### config.mk
export PLATFORM = sky130hd
export DESIGN_NAME = pid_steering_speed_ramp
export DESIGN_NICKNAME = d
export VERILOG_FILES = /design/src/rtl/psr_pkg.sv /design/src/rtl/pid_steering_speed_ramp.sv /design/src/rtl/psr_track.sv /design/src/rtl/psr_mix.sv
export SDC_FILE = /design/constraint.sdc
export NUM_CORES = 1
export LEC_CHECK = 0
export BUFFER_PORTS_ARGS = -buffer_cell sky130_fd_sc_hd__buf_2
export CORE_MARGIN = 2
export CORE_UTILIZATION = 26
export CTS_CLUSTER_DIAMETER = 100
export DETAILED_ROUTE_END_ITERATION = 10
export GPL_TIMING_DRIVEN = 0
export HOLD_SLACK_MARGIN = 0.08
export SKIP_CTS_REPAIR_TIMING = 1
export SLEW_MARGIN = 20
export SYNTH_ARGS = -nofsm -noshare
export SYNTH_HDL_FRONTEND = slang
export SYNTH_SLANG_ARGS = --single-unit
### constraint.sdc
create_clock -name clk -period 9.8 [get_ports clk]
set_clock_uncertainty 0.2 [all_clocks]
set_input_delay 0.49 -clock clk [delete_from_list [all_inputs] [get_ports clk]]
set_output_delay 0.49 -clock clk [all_outputs]
set_load 0.005 [all_outputs]
### src/rtl/psr_pkg.sv
// ----------------------------------------------------------------------------
// psr_pkg - shared types and constants for the steering speed ramp
// Field widths, controller constants, register indexes and the record
// that carries one tick from the state stage to the output stage.
// ----------------------------------------------------------------------------
`default_nettype none

package psr_pkg;

  // Field widths
  localparam int ERR_W     = 10;
  localparam int GAIN_W    = 10;
  localparam int SPD_W     = 10;
  localparam int DRV_W     = 13;
  localparam int INTEG_W   = 18;
  localparam int DERIV_W   = ERR_W + 1;
  localparam int PROD_P_W  = ERR_W + GAIN_W + 1;
  localparam int PROD_D_W  = DERIV_W + GAIN_W + 1;
  localparam int CORR_W    = PROD_D_W + 1;
  localparam int REG_IDX_W = 2;

  // Configuration register indexes
  localparam logic [REG_IDX_W-1:0] REG_PROP_GAIN  = 2'd0;
  localparam logic [REG_IDX_W-1:0] REG_DERIV_GAIN = 2'd1;
  localparam logic [REG_IDX_W-1:0] REG_SPEED_MAX  = 2'd2;
  localparam logic [REG_IDX_W-1:0] REG_SPEED_MIN  = 2'd3;

  // Configuration reset values
  localparam logic [GAIN_W-1:0] PROP_GAIN_RST  = 10'd1;
  localparam logic [GAIN_W-1:0] DERIV_GAIN_RST = 10'd0;
  localparam logic [SPD_W-1:0]  SPEED_MAX_RST  = 10'd1000;
  localparam logic [SPD_W-1:0]  SPEED_MIN_RST  = 10'd0;

  // Controller constants
  localparam int INTEG_LIMIT = 100000;
  localparam int NEAR_SPEED  = 1000;
  localparam int RAMP_STEP   = 20;
  localparam int DRIVE_MAX   = 4095;
  localparam int DRIVE_MIN   = -4096;

  localparam logic [1:0] RAMP_TICKS = 2'd3;

  localparam logic signed [ERR_W-1:0] BIG_ERR_POS = 10'sd100;
  localparam logic signed [ERR_W-1:0] BIG_ERR_NEG = -10'sd100;
  localparam logic signed [ERR_W-1:0] ERR_LOST    = -10'sd1;

  // Divide by 1000 as multiply by ceil(2^26/1000), exact for |x| <= 100000
  localparam int MAG_W       = INTEG_W - 1;
  localparam int RECIP_W     = 17;
  localparam int RECIP_SHIFT = 26;
  localparam int QUOT_W      = 7;
  localparam logic [RECIP_W-1:0] RECIP_MUL = 17'd67109;

  // One tick leaving the state stage
  typedef struct packed {
    logic signed [PROD_P_W-1:0] p_term;
    logic signed [PROD_D_W-1:0] d_term;
    logic signed [INTEG_W-1:0]  integ;
    logic        [SPD_W-1:0]    speed;
  } track_t;

endpackage

`default_nettype wire

### src/rtl/pid_steering_speed_ramp.sv
// ----------------------------------------------------------------------------
// pid_steering_speed_ramp - differential drive steering controller
//
// One input transfer per control tick carries a signed bearing error and a
// near-target flag; one result transfer returns the left and right drive
// commands and the forward speed. Both channels use valid/ready.
// Gains and speed limits are written through the cfg_ port; the user must
// write them only while the block is idle, which the block does not enforce.
// A write takes effect at the clock edge where cfg_we is high. The datapath
// is a four-register pipeline: input register, state and gain products,
// integral divide and product sum, result register. Each item passes them
// in turn; one item is taken every cycle while the receiver keeps out_ready high.
// When out_ready is low with a result waiting, the whole pipeline holds and
// in_ready falls; nothing is dropped.
// Reset clears the error history, integral, speed level, ramp counter and
// all valid flags, and restores the register defaults.
// ----------------------------------------------------------------------------
`default_nettype none

module pid_steering_speed_ramp
  import psr_pkg::*;
#(
  parameter int DERIV_LAG = 4
) (
  input  wire logic                        clk,
  input  wire logic                        rst_n,
  input  wire logic                        in_valid,
  output logic                             in_ready,
  input  wire logic signed [ERR_W-1:0]     in_bearing_error,
  input  wire logic                        in_target_near,
  output logic                             out_valid,
  input  wire logic                        out_ready,
  output logic signed [DRV_W-1:0]          out_left_drive,
  output logic signed [DRV_W-1:0]          out_right_drive,
  output logic        [SPD_W-1:0]          out_forward_speed,
  input  wire logic                        cfg_we,
  input  wire logic        [REG_IDX_W-1:0] cfg_index,
  input  wire logic        [GAIN_W-1:0]    cfg_wdata
);

  logic                    pipe_adv;
  logic                    s0_vld_r;
  logic signed [ERR_W-1:0] s0_err_r;
  logic                    s0_near_r;
  logic        [GAIN_W-1:0] prop_gain_r;
  logic        [GAIN_W-1:0] deriv_gain_r;
  logic        [SPD_W-1:0]  speed_max_r;
  logic        [SPD_W-1:0]  speed_min_r;
  logic                    trk_vld;
  track_t                  trk;

  // Advance the pipeline unless a result waits on a stalled receiver
  assign pipe_adv = !out_valid || out_ready;
  assign in_ready = pipe_adv;

  // Configuration registers
  always_ff @(posedge clk) begin
    if (!rst_n) begin
      prop_gain_r  <= PROP_GAIN_RST;
      deriv_gain_r <= DERIV_GAIN_RST;
      speed_max_r  <= SPEED_MAX_RST;
      speed_min_r  <= SPEED_MIN_RST;
    end else if (cfg_we) begin
      unique case (cfg_index)
        REG_PROP_GAIN:  prop_gain_r  <= cfg_wdata;
        REG_DERIV_GAIN: deriv_gain_r <= cfg_wdata;
        REG_SPEED_MAX:  speed_max_r  <= cfg_wdata;
        REG_SPEED_MIN:  speed_min_r  <= cfg_wdata;
      endcase
    end
  end

  // Input register
  always_ff @(posedge clk) begin
    if (!rst_n) begin
      s0_vld_r <= 1'b0;
    end else if (pipe_adv) begin
      s0_vld_r <= in_valid;
    end
  end

  always_ff @(posedge clk) begin
    if (pipe_adv) begin
      s0_err_r  <= in_bearing_error;
      s0_near_r <= in_target_near;
    end
  end

  psr_track #(
    .DERIV_LAG (DERIV_LAG)
  ) u_track (
    .clk        (clk),
    .rst_n      (rst_n),
    .adv        (pipe_adv),
    .in_vld     (s0_vld_r),
    .err        (s0_err_r),
    .near       (s0_near_r),
    .prop_gain  (prop_gain_r),
    .deriv_gain (deriv_gain_r),
    .speed_max  (speed_max_r),
    .speed_min  (speed_min_r),
    .trk_vld    (trk_vld),
    .trk        (trk)
  );

  psr_mix u_mix (
    .clk       (clk),
    .rst_n     (rst_n),
    .adv       (pipe_adv),
    .trk_vld   (trk_vld),
    .trk       (trk),
    .out_vld   (out_valid),
    .out_left  (out_left_drive),
    .out_right (out_right_drive),
    .out_speed (out_forward_speed)
  );

endmodule

`default_nettype wire

### src/rtl/psr_track.sv
// ----------------------------------------------------------------------------
// psr_track - controller state and gain products
// Keeps the error history, integral, speed level and ramp counter, and
// registers the proportional and derivative products of each tick.
// ----------------------------------------------------------------------------
`default_nettype none

module psr_track
  import psr_pkg::*;
#(
  parameter int DERIV_LAG = 4
) (
  input  wire logic                     clk,
  input  wire logic                     rst_n,
  input  wire logic                     adv,
  input  wire logic                     in_vld,
  input  wire logic signed [ERR_W-1:0]  err,
  input  wire logic                     near,
  input  wire logic        [GAIN_W-1:0] prop_gain,
  input  wire logic        [GAIN_W-1:0] deriv_gain,
  input  wire logic        [SPD_W-1:0]  speed_max,
  input  wire logic        [SPD_W-1:0]  speed_min,
  output logic                          trk_vld,
  output track_t                        trk
);

  localparam int SPD_X_W = SPD_W + 2;
  localparam logic signed [INTEG_W:0] SUM_HI = (INTEG_W+1)'(INTEG_LIMIT);
  localparam logic signed [INTEG_W:0] SUM_LO = (INTEG_W+1)'(-INTEG_LIMIT);

  logic signed [ERR_W-1:0]   hist_r [DERIV_LAG];
  logic signed [INTEG_W-1:0] integ_r;
  logic signed [INTEG_W-1:0] integ_nxt;
  logic signed [INTEG_W:0]   integ_sum;
  logic        [SPD_W-1:0]   speed_r;
  logic        [SPD_W-1:0]   speed_nxt;
  logic        [1:0]         ramp_r;
  logic        [1:0]         ramp_nxt;
  logic        [1:0]         ramp_inc;
  logic signed [SPD_X_W-1:0] spd_base;
  logic signed [SPD_X_W-1:0] spd_step;
  logic signed [SPD_X_W-1:0] spd_hi;
  logic signed [SPD_X_W-1:0] spd_lo;
  logic                      big_err;
  logic                      take;
  logic signed [DERIV_W-1:0] deriv;
  logic signed [GAIN_W:0]    pg_s;
  logic signed [GAIN_W:0]    dg_s;
  logic                      trk_vld_r;
  track_t                    trk_r;
  track_t                    trk_nxt;

  assign take = adv && in_vld;

  // Lagged derivative against the oldest history entry
  assign deriv = DERIV_W'(err) - DERIV_W'(hist_r[DERIV_LAG-1]);

  // Accumulate and clamp the integral; a zero error clears it
  assign integ_sum = (INTEG_W+1)'(integ_r) + (INTEG_W+1)'(err);

  always_comb begin
    priority if (err == '0) begin
      integ_nxt = '0;
    end else if (integ_sum > SUM_HI) begin
      integ_nxt = INTEG_W'(INTEG_LIMIT);
    end else if (integ_sum < SUM_LO) begin
      integ_nxt = INTEG_W'(-INTEG_LIMIT);
    end else begin
      integ_nxt = integ_sum[INTEG_W-1:0];
    end
  end

  // Speed ramp: preset on near target, then drop, step up or hold
  assign big_err  = (err > BIG_ERR_POS) || (err < BIG_ERR_NEG) || (err == ERR_LOST);
  assign ramp_inc = ramp_r + 2'd1;
  assign spd_base = near ? SPD_X_W'(NEAR_SPEED) : SPD_X_W'({1'b0, speed_r});
  assign spd_hi   = SPD_X_W'({1'b0, speed_max});
  assign spd_lo   = SPD_X_W'({1'b0, speed_min});

  always_comb begin
    spd_step = spd_base;
    ramp_nxt = ramp_r;
    if (big_err) begin
      spd_step = spd_base - SPD_X_W'(1);
    end else if (ramp_inc == RAMP_TICKS) begin
      spd_step = spd_base + SPD_X_W'(RAMP_STEP);
      ramp_nxt = '0;
    end else begin
      ramp_nxt = ramp_inc;
    end
  end

  // Clamp to the limits, upper bound first
  always_comb begin
    priority if (spd_step > spd_hi) begin
      speed_nxt = speed_max;
    end else if (spd_step < spd_lo) begin
      speed_nxt = speed_min;
    end else begin
      speed_nxt = spd_step[SPD_W-1:0];
    end
  end

  // Gain products for the correction
  assign pg_s = {1'b0, prop_gain};
  assign dg_s = {1'b0, deriv_gain};

  always_comb begin
    trk_nxt.p_term = PROD_P_W'(err) * PROD_P_W'(pg_s);
    trk_nxt.d_term = PROD_D_W'(deriv) * PROD_D_W'(dg_s);
    trk_nxt.integ  = integ_nxt;
    trk_nxt.speed  = speed_nxt;
  end

  // Update state on each transfer
  always_ff @(posedge clk) begin
    if (!rst_n) begin
      for (int i = 0; i < DERIV_LAG; i++) begin
        hist_r[i] <= '0;
      end
      integ_r <= '0;
      speed_r <= '0;
      ramp_r  <= '0;
    end else if (take) begin
      hist_r[0] <= err;
      for (int i = 1; i < DERIV_LAG; i++) begin
        hist_r[i] <= hist_r[i-1];
      end
      integ_r <= integ_nxt;
      speed_r <= speed_nxt;
      ramp_r  <= ramp_nxt;
    end
  end

  // Stage register toward the output stage
  always_ff @(posedge clk) begin
    if (!rst_n) begin
      trk_vld_r <= 1'b0;
    end else if (adv) begin
      trk_vld_r <= in_vld;
    end
  end

  always_ff @(posedge clk) begin
    if (adv) begin
      trk_r <= trk_nxt;
    end
  end

  assign trk_vld = trk_vld_r;
  assign trk     = trk_r;

  // The ramp counter wraps before reaching the step count
  a_ramp_range: assert property (@(posedge clk) disable iff (!rst_n)
    ramp_r != RAMP_TICKS)
    else $error("ramp counter reached step count");

  // The integral stays within its clamp
  a_integ_range: assert property (@(posedge clk) disable iff (!rst_n)
    (integ_r <= SUM_HI[INTEG_W-1:0] && !integ_r[INTEG_W-1])
    || (integ_r >= SUM_LO[INTEG_W-1:0] && integ_r[INTEG_W-1]))
    else $error("integral outside clamp");

  // A zero error leaves a cleared integral
  a_integ_clear: assert property (@(posedge clk) disable iff (!rst_n)
    take && (err == '0) |=> integ_r == '0)
    else $error("integral not cleared on zero error");

endmodule

`default_nettype wire

### src/rtl/psr_mix.sv
// ----------------------------------------------------------------------------
// psr_mix - correction sum and drive outputs
// Divides the integral by 1000 toward zero, forms the correction and
// drives the saturated left and right commands from the result register.
// ----------------------------------------------------------------------------
`default_nettype none

module psr_mix
  import psr_pkg::*;
(
  input  wire logic                    clk,
  input  wire logic                    rst_n,
  input  wire logic                    adv,
  input  wire logic                    trk_vld,
  input  wire track_t                  trk,
  output logic                         out_vld,
  output logic signed [DRV_W-1:0]      out_left,
  output logic signed [DRV_W-1:0]      out_right,
  output logic        [SPD_W-1:0]      out_speed
);

  localparam int PRD_W   = MAG_W + RECIP_W;
  localparam int DRV_X_W = CORR_W + 1;
  localparam logic signed [DRV_X_W-1:0] SAT_HI = DRV_X_W'(DRIVE_MAX);
  localparam logic signed [DRV_X_W-1:0] SAT_LO = DRV_X_W'(DRIVE_MIN);

  function automatic logic signed [DRV_W-1:0] sat_drive(
    input logic signed [DRV_X_W-1:0] v
  );
    logic signed [DRV_W-1:0] r;
    priority if (v > SAT_HI) begin
      r = DRV_W'(DRIVE_MAX);
    end else if (v < SAT_LO) begin
      r = DRV_W'(DRIVE_MIN);
    end else begin
      r = v[DRV_W-1:0];
    end
    return r;
  endfunction

  logic        [MAG_W-1:0]   mag;
  logic        [PRD_W-1:0]   prod;
  logic                      a_vld_r;
  logic        [QUOT_W-1:0]  a_q_r;
  logic                      a_neg_r;
  logic signed [CORR_W-1:0]  a_sum_r;
  logic        [SPD_W-1:0]   a_speed_r;
  logic signed [CORR_W-1:0]  q_s;
  logic signed [CORR_W-1:0]  corr;
  logic signed [DRV_X_W-1:0] spd_x;
  logic signed [DRV_X_W-1:0] left_x;
  logic signed [DRV_X_W-1:0] right_x;
  logic                      out_vld_r;
  logic signed [DRV_W-1:0]   out_left_r;
  logic signed [DRV_W-1:0]   out_right_r;
  logic        [SPD_W-1:0]   out_speed_r;

  // Integral magnitude times the reciprocal of 1000
  assign mag  = trk.integ[INTEG_W-1] ? MAG_W'(-trk.integ) : MAG_W'(trk.integ);
  assign prod = PRD_W'(mag) * PRD_W'(RECIP_MUL);

  // Hold quotient, sign and the product sum
  always_ff @(posedge clk) begin
    if (!rst_n) begin
      a_vld_r <= 1'b0;
    end else if (adv) begin
      a_vld_r <= trk_vld;
    end
  end

  always_ff @(posedge clk) begin
    if (adv) begin
      a_q_r     <= prod[RECIP_SHIFT +: QUOT_W];
      a_neg_r   <= trk.integ[INTEG_W-1];
      a_sum_r   <= CORR_W'(trk.p_term) + CORR_W'(trk.d_term);
      a_speed_r <= trk.speed;
    end
  end

  // Correction with signed quotient, then both drives
  assign q_s     = CORR_W'($signed({1'b0, a_q_r}));
  assign corr    = a_sum_r + (a_neg_r ? -q_s : q_s);
  assign spd_x   = DRV_X_W'($signed({1'b0, a_speed_r}));
  assign left_x  = spd_x + DRV_X_W'(corr);
  assign right_x = spd_x - DRV_X_W'(corr);

  // Result register
  always_ff @(posedge clk) begin
    if (!rst_n) begin
      out_vld_r <= 1'b0;
    end else if (adv) begin
      out_vld_r <= a_vld_r;
    end
  end

  always_ff @(posedge clk) begin
    if (adv) begin
      out_left_r  <= sat_drive(left_x);
      out_right_r <= sat_drive(right_x);
      out_speed_r <= a_speed_r;
    end
  end

  assign out_vld   = out_vld_r;
  assign out_left  = out_left_r;
  assign out_right = out_right_r;
  assign out_speed = out_speed_r;

endmodule

`default_nettype wire
-- Word level (Yosys, flattened, before mapping)
Memory sizes are Yosys's and may differ from the RTL's.
Index checks and enable logic that the tools add are counted.
- register bits after elaboration: 233
- RAM bits: 40
- output and inout port bits: 38
- logic and storage cells: 92
- memories: 1
- add/sub/neg operators: 11
- $mul: 3
- magnitude comparators: 10
- equality and inequality tests: 5
- mux-type cells: 21
- bitwise gates (word level): 5
- reductions and logical operators: 12
- memory list (memory ; words ; width ; rd ports ; clocked after memory_dff ; wr ports ; RTL line ; source):
    u_track.hist_r ; 4 ; 10 ; 4 ; 0 ; 4 ; psr_track.sv:31 ; logic signed [ERR_W-1:0] hist_r [DERIV_LAG];
- operators with widths (kind ; number):
    10-bit two-way mux ; 7
    18-bit two-way mux ; 3
    24-bit by 13-bit greater-than comparator with 1-bit output, second input constant ; 2
    24-bit by 13-bit less-than comparator with 1-bit output, second input constant ; 2
    17-bit by 17-bit multiplier with 33-bit output, second input constant ; 1
    13-bit two-way mux ; 2
    11-bit by 23-bit adder with 24-bit output ; 1
    12-bit two-way mux ; 2
    11-bit by 23-bit subtractor with 24-bit output ; 1
    21-bit by 22-bit adder with 23-bit output ; 1
    23-bit adder ; 1
    23-bit two-way mux ; 1
    7-bit negator with 23-bit output ; 1
    11-bit by 11-bit multiplier with 22-bit output ; 1
    10-bit by 11-bit multiplier with 21-bit output ; 1
    18-bit by 10-bit adder with 19-bit output ; 1
    19-bit by 18-bit greater-than comparator with 1-bit output, second input constant ; 1
    19-bit by 18-bit less-than comparator with 1-bit output, second input constant ; 1
    17-bit two-way mux ; 1
    17-bit negator ; 1
    12-bit by 6-bit adder with 12-bit output, second input constant ; 1
    12-bit by 11-bit greater-than comparator with 1-bit output ; 1
    12-bit by 11-bit less-than comparator with 1-bit output ; 1
    12-bit by 2-bit subtractor with 12-bit output, second input constant ; 1
    other kinds (17) ; 31

-- Logic depth before layout (Yosys ltp)
Gate-level depths: netlist of run 1.
- depth after elaboration: 7
- depth in mapped cells: 33
- depth with buffers taken out: 32

-- Modules after synthesis
From an unflattened synthesis of run 1, not the netlist that was laid out.
- cell total of the unflattened synthesis: 2866
- area, all modules: 27704.1 µm²
- modules (own cells, without submodules) (module ; times used ; cells each ; area an instance (µm²)):
    psr_track ; 1 ; 1644 ; 15705.1
    psr_mix ; 1 ; 1060 ; 10227.3
    pid_steering_speed_ramp ; 1 ; 162 ; 1771.7

-- Worst setup path before layout of run 1
No wires, ideal clock.
- path type: reg-to-reg
- from: reg s0_err_r[0]
- to: reg u_track.trk_r (netlist bit u_track.trk[48]) (data pin)
- arrival time: 6.736 ns
- data required time: 9.341 ns
- setup slack: 2.605 ns
- stages on the path, launching flop included: 32
- cells stage by stage: edfxtp_1 inv_1 ha_1 inv_1 fa_1 a21o_1 a21oi_1 o21ai_0 a21oi_1 o21bai_1 a21oi_1 o21a_1 or2_2 clkbuf_1 and2_1 inv_1 fa_1 inv_1 fa_1 fa_1 fa_1 inv_1 fa_1 inv_1 ha_1 nor3_1 nor2_1 a31oi_1 nor2b_1 o21a_1 o211ai_1 xnor2_1
- RTL lines (item ; RTL line ; source):
    from (decl) ; pid_steering_speed_ramp.sv:43 ; logic signed [ERR_W-1:0] s0_err_r;
    from (signal assigned) ; pid_steering_speed_ramp.sv:84 ; s0_err_r <= in_bearing_error;
    to (signal assigned) ; psr_track.sv:146 ; trk_r <= trk_nxt;
    to (decl) ; psr_track.sv:50 ; track_t trk_r;

==> results of run 1 <==
## critical path: cells and delay by family (launching register included)
| family | cells | cell delay (ns) |
|---|---|---|
| buffers and inverters | 7 | 0.84 |
| AND/OR/NAND/NOR | 5 | 0.75 |
| XOR/XNOR | 1 | 0.08 |
| AO/OA/AOI/OAI | 10 | 1.99 |
| adder cells (fa/ha/maj) | 8 | 3.57 |
| flip-flops | 1 | 0.58 |
## cells in the mapped netlist (21+ instances only)
cell type  number  area [sq um]
nand2b_1       35           219
clkbuf_1       74           278
nor3_1         44           220
nand2_1       276          1040
o211ai_1       25           188
edfxtp_1      199          5980
and2_1        142           888
a21oi_1       123           616
xnor2_1       115          1010
ha_1          378          4730
xor2_1         40           350
o21a_1         35           263
a21boi_0       34           255
inv_1         429          1610
o21ai_0       103           515
a21o_1         37           278
and3_1         21           131
fa_1          213          4260
dfxtp_1        74          1480
nor2b_1        53           332
nand3_1        30           150
nor2_1        119           447
## cell type report
class	instances	area share [%]
Multi-Input combinational cell	2085	58.7
Sequential cell	273	24.3
Tap cell	1391	5.67
Inverter	430	5.28
Clock buffer	39	2.66
Timing Repair Buffer	90	1.95
Buffer	81	1.03
Clock inverter	19	0.432
## cells by family (layout without fill, tap and decap cells)
logic type      after synthesis  in the layout  share of synthesized area, %
mux                          21             21                         0.799
simple gates                787            787                          14.2
fa+ha+maj                   593            593                          32.9
buf+inv                     511            659                          7.05
flops                       273            273                          27.2
xor+xnor                    156            156                          5.01
compound gates              528            528                          12.8
## registers in the layout (all words and copies together) (netlist names)
register and cells:
u_mix.a_q_r 7, u_mix.out_vld 1, u_mix.a_vld_r 1, s0_vld_r 1, u_track.integ_r 18, s0_err_r 10, deriv_gain_r 10, u_mix.out_left 13
speed_min_r 10, u_track.ramp_r 2, u_mix.a_neg_r 1, speed_max_r 10, u_mix.out_speed 10, s0_near_r 1, u_mix.a_speed_r 10, u_track.trk_vld 1
u_track.speed_r 10, u_track.trk 71, u_mix.a_sum_r 23, u_track.hist_r 40, prop_gain_r 10, u_mix.out_right 13
## cell usage in the layout, fill, tap and decap left out, types with 53 or more instances in the layout
cell	netlist	routed
buf_2	4	70
o21ai_0	103	100
edfxtp_1	199	199
nor2_1	119	119
inv_1	429	427
ha_1	378	378
clkbuf_1	74	81
and2_1	142	142
nor2b_1	53	53
xnor2_1	115	114
a21oi_1	123	123
nand2_1	276	276
dfxtp_1	74	74
fa_1	213	213
## metal layers
metal | track usage [%] | up-vias | share of wire (%)
met5 | 0 | - | 0
met4 | 2.31 | 0 | 1.7
met3 | 1.52 | 71 | 5.2
met2 | 17.7 | 374 | 43
met1 | 16.7 | 9393 | 50
li1 | - | 9954 | -
## worst min path at each step
stage | startpoint | to | slack, ns | depth (start not counted)
final | out_ready | u_mix.a_vld_r | 0.10 | 4
after global routing | out_ready | u_track.trk_vld | 0.11 | 4
after CTS | in_bearing_error[5] | s0_err_r[5] | -0.17 | 1
after detailed placement | u_track.trk[0] | u_mix.a_speed_r[0] | 0.21 | 0
after global placement | u_track.trk[5] | u_mix.a_speed_r[5] | 0.20 | 0
after floorplan | u_track.trk[0] | u_mix.a_speed_r[0] | 0.20 | 0
## through the flow
stage	instance area (sq um)	setup WS (ns)	util (%)	hold WS, ns
final	30700	1.50	29.3	0.104
after global routing	30700	1.12	29.3	0.106
after detailed placement	29500	1.63	28.1	0.207
after CTS	30500	1.59	29.0	-0.171
after global placement	29500	1.04	28.1	0.202
after floorplan	27400	2.61	-	0.200
==> flow_metrics.py, run 1 <==
metrics = {
    "global_routing": {
        "grt_pass1_wl_microns": 101000,
        "grt_usage_pct": 11.3,
        "grt_antenna_before_repair": 4,
        "grt_pass1_vias": 19400,
        "grt_start_max_net_pins": 87,
        "gr-total-overflow": 0,
    },
    "setup_path": {
        "critPathCapture": "u_track.trk[48]",
        "startpoint_type": "flip-flop",
        "max_stage_delay_ns": 0.58,
        "r2r.worst_path.cells": 31,
        "cp-startpoint": "s0_err_r[0]",
        "critPathRequiredTime_ns": 9.92,
        "crit_type": "reg2reg",
        "r2r-start": "s0_err_r[0]",
        "path_max_fanout": 9,
        "crit_arrival_ns": 8.42,
        "ff2ff_setup_slack_ns": 1.50,
        "cp_slowest_cell": "edfxtp_1",
        "crit_path_end_kind": "flip-flop",
        "r2r-end": "u_track.trk[48]",
    },
    "timing": {
        "relSlewSlack_pct": 19.6,
        "final-hold-violation-count": 0,
        "tns_ns": 0,
        "fin_crit_ns": 8.30,
        "worst_pin_slew_ns": 1.20,
        "setup_viol": 0,
        "period_share_pct": 84.7,
        "grt_setup_unrepaired": "no",
        "drv_slew": 0,
        "fmax_mhz": 121,
    },
    "detailed_routing": {
        "vias_per_cell": 4.49,
        "ant_nets": 0,
        "drtPass1Iterations": 6,
        "drt_iter0_drc": 1101,
        "vias": 19800,
        "wl_per_cell_microns": 13.9,
        "drc": 0,
        "drt-total-wl_microns": 61400,
    },
    "run_status": {
        "status": "complete, no violations",
    },
    "clock_network": {
        "cts_root_buf": "clkbuf_16",
        "cts_sinks": 273,
        "htree_levels": 1,
        "cts.clk_slew.worst_paths_ns": 0.06,
        "cts_tree": "built",
        "cts_buffers": 31,
        "clock_latency_ns": 0.60,
        "cts.path.max_buffers": 3,
    },
    "final_layout": {
        "final-seq-area_sq_um": 7460,
        "nets": 3611,
        "final_layout_size_suffix_gt1_share_pct": 5.40,
        "fillCellCount": 11000,
        "multiInputGateArea_sq_um": 18000,
        "layout.cells.non_filler": 4408,
        "synthToLayoutAreaGrowth_pct": 12.1,
        "num_antenna_cells": 0,
    },
    "die": {
        "start_util_pct": 26.1,
        "die_w_microns": 329,
        "dieArea_sq_um": 108000,
        "core_sq_um": 105000,
        "die_h_microns": 329,
        "std_cell_rows": 119,
        "pin_count": 66,
    },
    "synth": {
        "synth_cells": 2869,
        "synth.distinct_cells": 87,
        "synth_flop_cell": "edfxtp_1",
        "syn_area_per_cell_sq_um": 9.55,
        "ys_ff_latch": 273,
        "yosysSeqAreaShare_pct": 27.2,
        "async_flop_share_pct": 0,
        "yosysWarnings": 0,
        "syn_area_sq_um": 27400,
        "syn_nets": 3488,
        "synth_edf_count": 199,
    },
    "flow_run": {
        "cap_violations": 0,
    },
    "placed_design": {
        "finalWeightedCongestion": 0.828,
        "dp_cells": 4328,
        "port_buffers": 65,
        "dpl.hpwl_microns": 50000,
    },
    "hold_path": {
        "hp-class": "in2reg",
    },
}
Power of run 1 is left out: the tool's default activity adds up to more than one toggle a clock period on the data nets, which glitch-free logic cannot reach.
==> run 2: changes to the inputs <==
==> constraint.sdc (replaced) <==
create_clock -name clk -period 6.9 [get_ports clk]
set_clock_uncertainty 0.2 [all_clocks]
set_input_delay 0.345 -clock clk [delete_from_list [all_inputs] [get_ports clk]]
set_output_delay 0.345 -clock clk [all_outputs]
set_load 0.005 [all_outputs]
==> flow_metrics.py, run 2 (same netlist as run 1, synthesis figures left out) <==
metrics = {
    "setup_path": {
        "cp_slowest_cell": "fa_1",
        "cp.depth": 30,
        "cp_top_family": "adder cells",
        "startpoint_type": "flip-flop",
        "crit_buf_inv": 5,
        "r2r.worst_path.cells": 30,
        "critPathRequiredTime_ns": 7.02,
        "path_max_fanout": 5,
        "crit_path_end_kind": "flip-flop",
        "ff2ff_setup_slack_ns": -0.16,
        "crit_arrival_ns": 7.18,
        "crit_type": "reg2reg",
        "cp_common_cell": "fa_1",
        "max_stage_delay_ns": 0.55,
    },
    "global_routing": {
        "grt_start_max_net_pins": 86,
        "grt_pass1_vias": 19200,
        "grt_pass1_wl_microns": 101000,
        "grt_usage_pct": 11.4,
        "grt_antenna_before_repair": 2,
        "gr-total-overflow": 0,
    },
    "die": {
        "core_sq_um": 105000,
        "die_h_microns": 329,
        "die_w_microns": 329,
        "std_cell_rows": 119,
        "dieArea_sq_um": 108000,
        "start_util_pct": 26.1,
        "pin_count": 66,
    },
    "placed_design": {
        "dpl.hpwl_microns": 50300,
        "pre_cts_slack_ns": -1.10,
        "dp_cells": 4328,
        "finalWeightedCongestion": 0.825,
        "port_buffers": 65,
    },
    "timing": {
        "fmax_mhz": 142,
        "setup_ws_ns": -0.155,
        "worst_pin_slew_ns": 1.17,
        "fin_crit_ns": 7.06,
        "final-hold-violation-count": 0,
        "period_share_pct": 102,
        "relSlewSlack_pct": 21.9,
        "drv_slew": 0,
        "setup_viol": 4,
        "grt_setup_unrepaired": "yes",
    },
    "final_layout": {
        "layout.cells.non_filler": 4456,
        "fillCellCount": 10800,
        "final-seq-area_sq_um": 7460,
        "layout_commonest_cell": "inv_1",
        "final_layout_size_suffix_gt1_share_pct": 10.4,
        "largest_register_ffs": 71,
        "final_cell_mix": "418 x inv_1, 360 x ha_1, 262 x nand2_1, 209 x fa_1, 199 x edfxtp_1",
        "num_antenna_cells": 0,
        "nets": 3661,
        "multiInputGateArea_sq_um": 18800,
        "synthToLayoutAreaGrowth_pct": 16.4,
    },
    "clock_network": {
        "cts.clk_slew.worst_paths_ns": 0.06,
        "cts_sinks": 273,
        "htree_levels": 1,
        "cts_root_buf": "clkbuf_16",
        "cts_buffers": 30,
        "cts_tree": "built",
        "cts.path.max_buffers": 3,
        "clock_latency_ns": 0.60,
    },
    "hold_path": {
        "hp-class": "in2reg",
        "holdPathStages": 5,
    },
    "detailed_routing": {
        "drt-total-wl_microns": 63300,
        "drt_iter0_drc": 1138,
        "drc": 0,
        "ant_nets": 0,
        "drtPass1Iterations": 5,
        "wl_per_cell_microns": 14.2,
        "vias_per_cell": 4.52,
        "vias": 20200,
    },
    "flow_run": {
        "cap_violations": 0,
    },
    "run_status": {
        "violations": "setup timing",
        "status": "finished with violations",
    },
}
-- run 2: changes by cell type in the layout (fill, tap and decap cells not counted), sizes merged --
| cell | before | now |
|---|---|---|
| clkinvlp | 3 | 2 |
| clkinv | 13 | 10 |
| clkbuf | 113 | 114 |
| xnor2 | 116 | 117 |
| inv | 433 | 431 |
| bufinv | 0 | 1 |
| buf | 75 | 123 |
| dlygate4sd3 | 22 | 25 |
-- run 2: area by class of cell --
class                   count  area share, %
multi-input cells        2086           58.9
flip-flops and latches    273           23.4
well taps                1391           5.45
inverters                 430           5.08
repair buffers            141           3.20
clock buffers              41           2.64
plain buffers              80          0.980
clock inverters            14          0.361
-- run 2: per-stage QoR --
step	hold slack, ns	TNS, ns	utilization, %	area [sq um]
floorplan	0.200	0	-	27400
global placement	0.202	-90.03	28.1	29500
detailed placement	0.205	-11.99	28.2	29600
CTS	-0.320	-13.03	29.1	30500
global route	0.116	-2.00	30.4	31900
finish	0.0756	-0.386	30.4	31900
-- run 2: tightest hold or removal path: cells and delay by family --
kind	cells	cell delay, ns
buffers and inverters	1	0.14
AND/OR/NAND/NOR	3	0.26
AO/OA/AOI/OAI	1	0.06
-- run 2: final timing paths --
check                                    start                  to
worst max-delay path               s0_err_r[1]     u_track.trk[48]
worst min-delay path                    cfg_we      speed_max_r[1]
worst max register to register     s0_err_r[1]     u_track.trk[48]
worst min register to register  u_track.trk[8]  u_mix.a_speed_r[8]
-- run 2: per-layer routing --
metal	GRT usage, %	part of all wire [%]	vias to the layer above
li1	-	-	10100
met1	16.6	49	9690
met4	1.97	1.3	0
met3	1.85	4.9	53
met2	18.1	45	358
met5	0	0	-
Power of run 2 is left out for the same reason.
